$ cat config.mk
export PLATFORM = sky130hd
export DESIGN_NAME = rational_accumulator
export DESIGN_NICKNAME = d
export VERILOG_FILES = /design/src/rtl/core/rat_pkg.sv /design/src/rtl/core/rat_mul.sv /design/src/rtl/core/rat_gcd.sv /design/src/rtl/core/rat_div.sv /design/src/rtl/core/rational_accumulator.sv
export SDC_FILE = /design/constraint.sdc
export NUM_CORES = 2
export LEC_CHECK = 0
export BUFFER_PORTS_ARGS = -buffer_cell sky130_fd_sc_hd__buf_2
export CORE_MARGIN = 2
export CORE_UTILIZATION = 60
export DETAILED_ROUTE_END_ITERATION = 10
export PLACE_DENSITY = 0.77
export REMOVE_ABC_BUFFERS = 1
export SLEW_MARGIN = 20
export SYNTH_ARGS = -nofsm -noshare
export SYNTH_HDL_FRONTEND = slang
export SYNTH_SLANG_ARGS = --single-unit
$ cat constraint.sdc
create_clock -name i_clk -period 10.2 [get_ports i_clk]
set_input_delay 0.51 -clock i_clk [delete_from_list [all_inputs] [get_ports i_clk]]
set_output_delay 0.51 -clock i_clk [all_outputs]
set_load 0.02 [all_outputs]
$ cat src/rtl/core/rat_pkg.sv
// Shared types, opcodes and helpers for the rational accumulator.
`timescale 1ns / 1ps

package rat_pkg;

    localparam int DATA_W = 32;
    localparam int SHIFT_W = 5;

    localparam logic [2:0] OP_LOAD   = 3'd0;
    localparam logic [2:0] OP_ADD    = 3'd1;
    localparam logic [2:0] OP_SCALE  = 3'd2;
    localparam logic [2:0] OP_SETDEN = 3'd3;
    localparam logic [2:0] OP_REDUCE = 3'd4;

    typedef struct packed {
        logic [2:0]               opcode;
        logic signed [DATA_W-1:0] operand_numerator;
        logic signed [DATA_W-1:0] operand_denominator;
    } t_in_item;

    typedef struct packed {
        logic signed [DATA_W-1:0] result_numerator;
        logic signed [DATA_W-1:0] result_denominator;
        logic                     zero_denominator_error;
    } t_out_item;

    typedef enum logic [3:0] {
        ST_IDLE,
        ST_MUL_DEN,
        ST_MUL_AD,
        ST_MUL_NB,
        ST_ADD_SUM,
        ST_MUL_SCALE,
        ST_SCALE_WB,
        ST_GCD,
        ST_DIV_NUM,
        ST_DIV_DEN,
        ST_DONE
    } t_state;

    // Two's complement magnitude; the most negative value maps to 2^31.
    function automatic logic [DATA_W-1:0] magnitude(input logic [DATA_W-1:0] v);
        return v[DATA_W-1] ? (~v + 1'b1) : v;
    endfunction

endpackage

$ cat src/rtl/core/rat_mul.sv
// Shared multiplier with a registered low-half product.
`timescale 1ns / 1ps

module rat_mul (
    input  logic                        i_clk,
    input  logic [rat_pkg::DATA_W-1:0]  i_a,
    input  logic [rat_pkg::DATA_W-1:0]  i_b,
    output logic [rat_pkg::DATA_W-1:0]  o_prod
);
    import rat_pkg::*;

    logic [2*DATA_W-1:0] full_prod;
    logic [DATA_W-1:0]   r_prod;

    assign full_prod = i_a * i_b;

    // The low half is the same for signed and unsigned operands.
    always_ff @(posedge i_clk) begin
        r_prod <= full_prod[DATA_W-1:0];
    end

    assign o_prod = r_prod;

endmodule

$ cat src/rtl/core/rat_gcd.sv
// Binary greatest common divisor, one shift or subtract step per cycle.
`timescale 1ns / 1ps

module rat_gcd (
    input  logic                        i_clk,
    input  logic                        i_rst_n,
    input  logic                        i_start,
    input  logic [rat_pkg::DATA_W-1:0]  i_u,
    input  logic [rat_pkg::DATA_W-1:0]  i_v,
    output logic                        o_done,
    output logic [rat_pkg::DATA_W-1:0]  o_gcd
);
    import rat_pkg::*;

    logic               r_busy;
    logic               r_done;
    logic [DATA_W-1:0]  r_u;
    logic [DATA_W-1:0]  r_v;
    logic [SHIFT_W-1:0] r_k;
    logic [DATA_W-1:0]  r_g;

    logic               u_ge_v;
    logic [DATA_W-1:0]  diff;
    logic               finish;
    logic [DATA_W-1:0]  fin_val;

    assign u_ge_v  = (r_u >= r_v);
    assign diff    = u_ge_v ? (r_u - r_v) : (r_v - r_u);
    assign finish  = (r_u == '0) || (r_v == '0);
    assign fin_val = ((r_u == '0) ? r_v : r_u) << r_k;

    always_ff @(posedge i_clk) begin
        if (!i_rst_n) begin
            r_busy <= 1'b0;
            r_done <= 1'b0;
        end else begin
            r_done <= 1'b0;
            if (i_start) begin
                r_busy <= 1'b1;
            end else if (r_busy && finish) begin
                r_busy <= 1'b0;
                r_done <= 1'b1;
            end
        end
    end

    // Common factors of two are counted in r_k and restored at the end.
    always_ff @(posedge i_clk) begin
        if (i_start) begin
            r_u <= i_u;
            r_v <= i_v;
            r_k <= '0;
        end else if (r_busy) begin
            if (finish) begin
                r_g <= fin_val;
            end else if (!r_u[0] && !r_v[0]) begin
                r_u <= r_u >> 1;
                r_v <= r_v >> 1;
                r_k <= r_k + 1'b1;
            end else if (!r_u[0]) begin
                r_u <= r_u >> 1;
            end else if (!r_v[0]) begin
                r_v <= r_v >> 1;
            end else if (u_ge_v) begin
                r_u <= diff >> 1;
            end else begin
                r_v <= diff >> 1;
            end
        end
    end

    assign o_done = r_done;
    assign o_gcd  = r_g;

endmodule

$ cat src/rtl/core/rat_div.sv
// Restoring unsigned divider, one quotient bit per cycle.
`timescale 1ns / 1ps

module rat_div (
    input  logic                        i_clk,
    input  logic                        i_rst_n,
    input  logic                        i_start,
    input  logic [rat_pkg::DATA_W-1:0]  i_dividend,
    input  logic [rat_pkg::DATA_W-1:0]  i_divisor,
    output logic                        o_done,
    output logic [rat_pkg::DATA_W-1:0]  o_quot
);
    import rat_pkg::*;

    localparam logic [SHIFT_W-1:0] LAST_STEP = SHIFT_W'(DATA_W - 1);

    logic               r_busy;
    logic               r_done;
    logic [SHIFT_W-1:0] r_cnt;
    logic [DATA_W-1:0]  r_rem;
    logic [DATA_W-1:0]  r_quot;
    logic [DATA_W-1:0]  r_dvs;

    logic [DATA_W:0]    rem_sh;
    logic               fits;
    logic [DATA_W:0]    rem_next;

    assign rem_sh   = {r_rem, r_quot[DATA_W-1]};
    assign fits     = (rem_sh >= {1'b0, r_dvs});
    assign rem_next = fits ? (rem_sh - {1'b0, r_dvs}) : rem_sh;

    always_ff @(posedge i_clk) begin
        if (!i_rst_n) begin
            r_busy <= 1'b0;
            r_done <= 1'b0;
            r_cnt  <= '0;
        end else begin
            r_done <= 1'b0;
            if (i_start) begin
                r_busy <= 1'b1;
                r_cnt  <= '0;
            end else if (r_busy) begin
                r_cnt <= r_cnt + 1'b1;
                if (r_cnt == LAST_STEP) begin
                    r_busy <= 1'b0;
                    r_done <= 1'b1;
                end
            end
        end
    end

    // The dividend shifts out of r_quot as the quotient bits shift in.
    always_ff @(posedge i_clk) begin
        if (i_start) begin
            r_rem  <= '0;
            r_quot <= i_dividend;
            r_dvs  <= i_divisor;
        end else if (r_busy) begin
            r_rem  <= rem_next[DATA_W-1:0];
            r_quot <= {r_quot[DATA_W-2:0], fits};
        end
    end

    assign o_done = r_done;
    assign o_quot = r_quot;

endmodule

$ cat src/rtl/core/rational_accumulator.sv
// Rational accumulator: holds one fraction and applies one opcode per input beat.
//
// Input channel: i_in_valid, o_in_stall, i_in_data. A beat is taken when valid is
// high and stall is low. The block works on one item at a time and raises
// o_in_stall from acceptance until its result is in the output register.
// Output channel: o_out_valid, i_out_stall, o_out_data; one result beat per item,
// holding the fraction after the operation and the zero-denominator flag.
// Load, set denominator and unused opcodes go straight to the done state; scale
// passes through its multiply and write-back states, add through the states for
// the denominator product, the two cross products and the sum. o_in_stall falls
// as o_out_valid rises, so the next beat can be taken while the result is held.
// Reduce runs a binary GCD at one step per cycle and then two 32-bit restoring
// divisions on the shared divider, numerator then denominator by the GCD; the
// divisions are skipped when the GCD is zero.
// While the receiver stalls, the result beat holds; a new item may be taken
// meanwhile and runs until its own result is ready, then waits for the register.
// Reset (synchronous, active low) sets the fraction to 0/1 and empties the
// output register.
`timescale 1ns / 1ps

module rational_accumulator (
    input  logic                i_clk,
    input  logic                i_rst_n,
    input  logic                i_in_valid,
    output logic                o_in_stall,
    input  rat_pkg::t_in_item   i_in_data,
    output logic                o_out_valid,
    input  logic                i_out_stall,
    output rat_pkg::t_out_item  o_out_data
);
    import rat_pkg::*;

    t_state            r_state;
    t_state            n_state;
    t_in_item          r_item;
    logic [DATA_W-1:0] r_num;
    logic [DATA_W-1:0] n_num;
    logic [DATA_W-1:0] r_den;
    logic [DATA_W-1:0] n_den;
    logic [DATA_W-1:0] r_nd;
    logic [DATA_W-1:0] n_nd;
    logic [DATA_W-1:0] r_p1;
    logic [DATA_W-1:0] n_p1;
    logic [DATA_W-1:0] r_g;
    logic [DATA_W-1:0] n_g;
    logic              r_err;
    logic              n_err;
    logic              r_ov;
    logic              n_ov;
    t_out_item         r_out;

    logic              in_acc;
    logic [DATA_W-1:0] mul_a;
    logic [DATA_W-1:0] mul_b;
    logic [DATA_W-1:0] mul_prod;
    logic              gcd_start;
    logic              gcd_done;
    logic [DATA_W-1:0] gcd_val;
    logic              div_start;
    logic              div_done;
    logic [DATA_W-1:0] div_dividend;
    logic [DATA_W-1:0] div_divisor;
    logic [DATA_W-1:0] div_quot;
    logic              out_load;

    assign in_acc = i_in_valid && (r_state == ST_IDLE);

    rat_mul u_mul (
        .i_clk  (i_clk),
        .i_a    (mul_a),
        .i_b    (mul_b),
        .o_prod (mul_prod)
    );

    rat_gcd u_gcd (
        .i_clk   (i_clk),
        .i_rst_n (i_rst_n),
        .i_start (gcd_start),
        .i_u     (magnitude(r_num)),
        .i_v     (magnitude(r_den)),
        .o_done  (gcd_done),
        .o_gcd   (gcd_val)
    );

    rat_div u_div (
        .i_clk      (i_clk),
        .i_rst_n    (i_rst_n),
        .i_start    (div_start),
        .i_dividend (div_dividend),
        .i_divisor  (div_divisor),
        .o_done     (div_done),
        .o_quot     (div_quot)
    );

    // Next state.
    always_comb begin
        n_state = r_state;
        unique case (r_state)
            ST_IDLE: begin
                if (in_acc) begin
                    unique case (i_in_data.opcode)
                        OP_ADD:    n_state = ST_MUL_DEN;
                        OP_SCALE:  n_state = ST_MUL_SCALE;
                        OP_REDUCE: n_state = ST_GCD;
                        default:   n_state = ST_DONE;
                    endcase
                end
            end
            ST_MUL_DEN:   n_state = ST_MUL_AD;
            ST_MUL_AD:    n_state = ST_MUL_NB;
            ST_MUL_NB:    n_state = ST_ADD_SUM;
            ST_ADD_SUM:   n_state = ST_DONE;
            ST_MUL_SCALE: n_state = ST_SCALE_WB;
            ST_SCALE_WB:  n_state = ST_DONE;
            ST_GCD: begin
                if (gcd_done) begin
                    n_state = (gcd_val == '0) ? ST_DONE : ST_DIV_NUM;
                end
            end
            ST_DIV_NUM: begin
                if (div_done) begin
                    n_state = ST_DIV_DEN;
                end
            end
            ST_DIV_DEN: begin
                if (div_done) begin
                    n_state = ST_DONE;
                end
            end
            ST_DONE: begin
                if (out_load) begin
                    n_state = ST_IDLE;
                end
            end
            default: n_state = ST_IDLE;
        endcase
    end

    // Sequencer outputs: operand selection and unit starts.
    always_comb begin
        mul_a        = '0;
        mul_b        = '0;
        gcd_start    = 1'b0;
        div_start    = 1'b0;
        div_dividend = '0;
        out_load     = 1'b0;
        unique case (r_state)
            ST_IDLE: begin
                gcd_start = in_acc && (i_in_data.opcode == OP_REDUCE);
            end
            ST_MUL_DEN: begin
                mul_a = r_item.operand_denominator;
                mul_b = r_den;
            end
            ST_MUL_AD: begin
                mul_a = r_item.operand_numerator;
                mul_b = r_den;
            end
            ST_MUL_NB: begin
                mul_a = r_num;
                mul_b = r_item.operand_denominator;
            end
            ST_MUL_SCALE: begin
                mul_a = r_num;
                mul_b = r_item.operand_numerator;
            end
            ST_GCD: begin
                if (gcd_done && (gcd_val != '0)) begin
                    div_start    = 1'b1;
                    div_dividend = magnitude(r_num);
                end
            end
            ST_DIV_NUM: begin
                if (div_done) begin
                    div_start    = 1'b1;
                    div_dividend = magnitude(r_den);
                end
            end
            ST_DONE: begin
                out_load = !r_ov || !i_out_stall;
            end
            default: begin
            end
        endcase
    end

    assign div_divisor = (r_state == ST_GCD) ? gcd_val : r_g;

    // Fraction and scratch register updates.
    always_comb begin
        n_num = r_num;
        n_den = r_den;
        n_nd  = r_nd;
        n_p1  = r_p1;
        n_g   = r_g;
        n_err = r_err;
        case (r_state)
            ST_IDLE: begin
                if (in_acc) begin
                    n_err = 1'b0;
                    case (i_in_data.opcode)
                        OP_LOAD: begin
                            if (i_in_data.operand_denominator == '0) begin
                                n_err = 1'b1;
                            end else begin
                                n_num = i_in_data.operand_numerator;
                                n_den = i_in_data.operand_denominator;
                            end
                        end
                        OP_SETDEN: begin
                            if (i_in_data.operand_denominator == '0) begin
                                n_err = 1'b1;
                            end else begin
                                n_den = i_in_data.operand_denominator;
                            end
                        end
                        default: begin
                        end
                    endcase
                end
            end
            ST_MUL_AD: n_nd = mul_prod;
            ST_MUL_NB: n_p1 = mul_prod;
            ST_ADD_SUM: begin
                // A wrapped product denominator of zero is refused as well.
                if ((r_item.operand_denominator == '0) || (r_nd == '0)) begin
                    n_err = 1'b1;
                end else begin
                    n_num = r_p1 + mul_prod;
                    n_den = r_nd;
                end
            end
            ST_SCALE_WB: n_num = mul_prod;
            ST_GCD: begin
                if (gcd_done) begin
                    n_g = gcd_val;
                end
            end
            ST_DIV_NUM: begin
                if (div_done) begin
                    n_num = r_num[DATA_W-1] ? (~div_quot + 1'b1) : div_quot;
                end
            end
            ST_DIV_DEN: begin
                if (div_done) begin
                    n_den = r_den[DATA_W-1] ? (~div_quot + 1'b1) : div_quot;
                end
            end
            default: begin
            end
        endcase
    end

    assign n_ov = out_load || (r_ov && i_out_stall);

    always_ff @(posedge i_clk) begin
        if (!i_rst_n) begin
            r_state <= ST_IDLE;
            r_num   <= '0;
            r_den   <= DATA_W'(1);
            r_err   <= 1'b0;
            r_ov    <= 1'b0;
        end else begin
            r_state <= n_state;
            r_num   <= n_num;
            r_den   <= n_den;
            r_err   <= n_err;
            r_ov    <= n_ov;
        end
    end

    always_ff @(posedge i_clk) begin
        r_nd <= n_nd;
        r_p1 <= n_p1;
        r_g  <= n_g;
        if (in_acc) begin
            r_item <= i_in_data;
        end
        if (out_load) begin
            r_out.result_numerator       <= r_num;
            r_out.result_denominator     <= r_den;
            r_out.zero_denominator_error <= r_err;
        end
    end

    assign o_in_stall  = (r_state != ST_IDLE);
    assign o_out_valid = r_ov;
    assign o_out_data  = r_out;

    // The held denominator is never allowed to become zero.
    a_den_nonzero: assert property (@(posedge i_clk) disable iff (!i_rst_n)
        r_den != '0)
        else $error("held denominator became zero");

    a_gcd_done_state: assert property (@(posedge i_clk) disable iff (!i_rst_n)
        gcd_done |-> r_state == ST_GCD)
        else $error("GCD finished outside its sequencer step");

    a_div_done_state: assert property (@(posedge i_clk) disable iff (!i_rst_n)
        div_done |-> (r_state == ST_DIV_NUM || r_state == ST_DIV_DEN))
        else $error("divider finished outside a division step");

    // A stalled result beat must not be overwritten by a finishing item.
    a_no_overwrite: assert property (@(posedge i_clk) disable iff (!i_rst_n)
        (r_ov && i_out_stall && r_state == ST_DONE) |=> r_state == ST_DONE)
        else $error("result register overwritten while stalled");

endmodule

==> qor.csv <==
metric;value;unit
final_net_count;5873;
final_util;65.39;%
core-area;78870;um2
yosys_warnings;0;
clockBufferDepth;3;
cts_sinks;533;
switching_share;48.08;%
synth_edf_count;385;
die_w;286.3;um
postPlaceCellArea;49560;um2
synth-seq-cells;533;
totalNegativeSetupSlack;0;ps
seq_area;14530;um2
htreeDepth;2;
synthMuxAreaShare;3.034;%
worstMarginPinSlew;1224;ps
synthAdderAreaFrac;23.98;%
status;finished, final reports clean;
grt_pass1_wl;257900;um
p_seq_share;29.6;%
cts_setup_buffers;0;
grt_pass1_vias;39520;
critPathSlowestCell;a21boi_2;
crit_buf_inv;4;
nFillCells;6538;
grt_antenna_before_repair;3;
worstPathArrival;10360;ps
synth.avg_cell_area;9.333;um2
worstSkewPairLatency;660;ps
syn-cell-area;47800;um2
netlist_instances;5122;
min_period_over_period;95.76;%
fin_crit;9768;ps
clkPwrFrac;19.4;%
endpoint_kind;flip-flop;
cts_tree;yes;
io_buffers;137;
cts_hold_buf;0;
drive_gt1_share;9.666;%
fmax;102.4;MHz
crit_fanout;32;
met1_usage;59.44;%
die_area;81940;um2
synth.distinct_cells;91;
clkTransAtPathRegs;70;ps
initial_core_util;60.61;%
dp.cells;6123;
intPower;5.960;mW
rows;103;
ioPinCount;138;
numCtsBuffers;58;
stdcell_count;6235;
vias;40910;
grtUsageMet2;60.91;%
die_y;286.3;um
yosys_most_used_dff;edfxtp_1;
power_density;222.6;nW/um2
grt_max_degree;89;
synthArstFlopShare;0;%
synth_top_area_cell;edfxtp_1;
fin_skew;54.46;ps
relSlewSlack;18.37;%
drc;0;
power.combinational.fraction;51.0;%
rsz0062_at_grt;no;
crit_path_frequent_cell;fa_1;
synth_xor_area_share;5.617;%
busiest_layer;met2;
grt-ovfl-total;0;
design_area;51570;um2
synth_compound_area_share;16.04;%
dp_hpwl;134300;um
cts.repair.resized;0;
grtUsageMet3;12.96;%
critPathLaunchType;flip-flop;
synth_top_area_share;24.19;%
multi_input_area;30090;um2
hold_viol_final;0;
via_per_inst;6.562;
clockRootBuffer;clkbuf_16;
antenna_left;0;
holdWs;53.32;ps
first_pass_iters;11;
finalSetupViolations;0;
path_delay_family;compound AO/OA/AOI/OAI gates;
cp.required;10800;ps
first_iter_violations;5373;
synth_top_cells_by_area;edfxtp_1 24%, fa_1 17%, ha_1 6.7%, dfxtp_1 6.2%, inv_1 4.7%;
seq_area_frac_synth;30.38;%
worst-setup-path-type;reg -> reg;
drv_cap;0;
p_leak;21.86;nW
crit_path_max_incr_delay;820;ps
peakVddDrop;183.3;uV
syn_to_final_growth;7.884;%
synth_top_family_by_area;adder cells;
gp_congestion;1.054;
p_switching;5.518;mW
grt.total_usage;42.60;%
drt-total-wl;174800;um
routedWlPerCell;28.03;um
hold_class;in -> reg;
yosys.area_share.simple;13.98;%
slew_violations;0;
## kinds of logic after synthesis
kind of cell / count (synthesis)
compound gates: 1140
xor+xnor: 305
fa+ha+maj: 669
buf+inv: 878
flops: 533
mux: 132
simple gates: 1465
## power by group through the flow
stage	clock network, mW	logic [mW]	registers [mW]
after global placement	0	5.54	3.38
after CTS	2.23	5.67	3.34
after global routing	2.31	6.27	3.39
final	2.23	5.85	3.40
after floorplan	0	3.56	3.15
after detailed placement	0	5.62	3.38
## synth_stat cells, types with 41 or more instances
cell and count:
a22oi_1 87, edfxtp_1 385, a221oi_1 58, o31ai_1 41, o21ai_0 230, nand2b_1 46, dfxtp_1 148, nand3_1 55
mux2_2 53, nor3_1 49, mux2i_1 74, nor4_1 63, ha_1 257, xnor2_1 164, clkbuf_1 225, nor2_1 508
fa_1 412, a21oi_1 268, a21o_1 70, inv_1 595, nand2_1 498, or2_2 53, xor2_1 140
## state kept, by name (all words and copies together), names as in the netlist, 4 cells and up
signal,cells
o_out_data,65
r_den,32
r_g,32
r_item,64
r_nd,32
r_num,32
r_p1,32
r_state,4
u_div.o_quot,32
u_div.r_cnt,5
u_div.r_dvs,32
u_div.r_rem,32
u_gcd.o_gcd,32
u_gcd.r_k,5
u_gcd.r_u,32
u_gcd.r_v,32
u_mul.o_prod,32
## metal layers
metal | part of all wire, % | vias up | wire length (um)
met5 | 0.0080 | - | 14
met4 | 5.6 | 2 | 9810
met3 | 14 | 480 | 25000
met2 | 42 | 2755 | 72670
met1 | 38 | 19970 | 67270
li1 | - | 17710 | -
## metrics by stage
step	worst slack (ps)	total power [mW]
6_report	432.2	11.48
5_1_grt	147.1	11.97
4_1_cts	626.1	11.24
3_5_place_dp	599.1	8.998
3_3_place_gp	836.4	8.925
2_1_floorplan	-4258	6.704
## final timing paths
| kind | startpoint | end | slack [ps] | cells after the start |
|---|---|---|---|---|
| setup / recovery | r_state[1] | u_mul.o_prod[30] | 430 | 27 |
| hold / removal | i_in_data[58] | r_item[58] | 50 | 1 |
| setup reg to reg | r_state[1] | u_mul.o_prod[30] | 430 | 27 |
| hold reg to reg | r_err | o_out_data[0] | 440 | 0 |
## final cells by class
class	count	area share, %
antenna	2	0.009705
clock inverter	42	0.8613
tap	1050	2.547
sequential	533	28.17
multi-input combinational	3711	58.34
clock buffer	68	3.008
inverter	597	4.345
timing repair buffer	232	2.712
## placed cells by master, fill, tap and decap left out, drive strengths merged, types with 29 or more instances in the layout
cell type and n:
nand3 55, nand2 498, a21o 71, ha 257, xnor2 164, fa 412, a21boi 41, mux2i 74
nor2 508, dfxtp 148, o221ai 34, nor3 49, nor4 64, nand2b 46, xor2 140, buf 232
o21ai 232, mux2 53, o31ai 43, a22oi 87, or2 53, clkbuf 68, a221oi 58, and2 34
o211ai 40, inv 602, a222oi 32, a21oi 268, a31oi 40, or3 38, a211oi 29, edfxtp 385
o21bai 35
No activity file was read; power rests on OpenSTA's default activity.
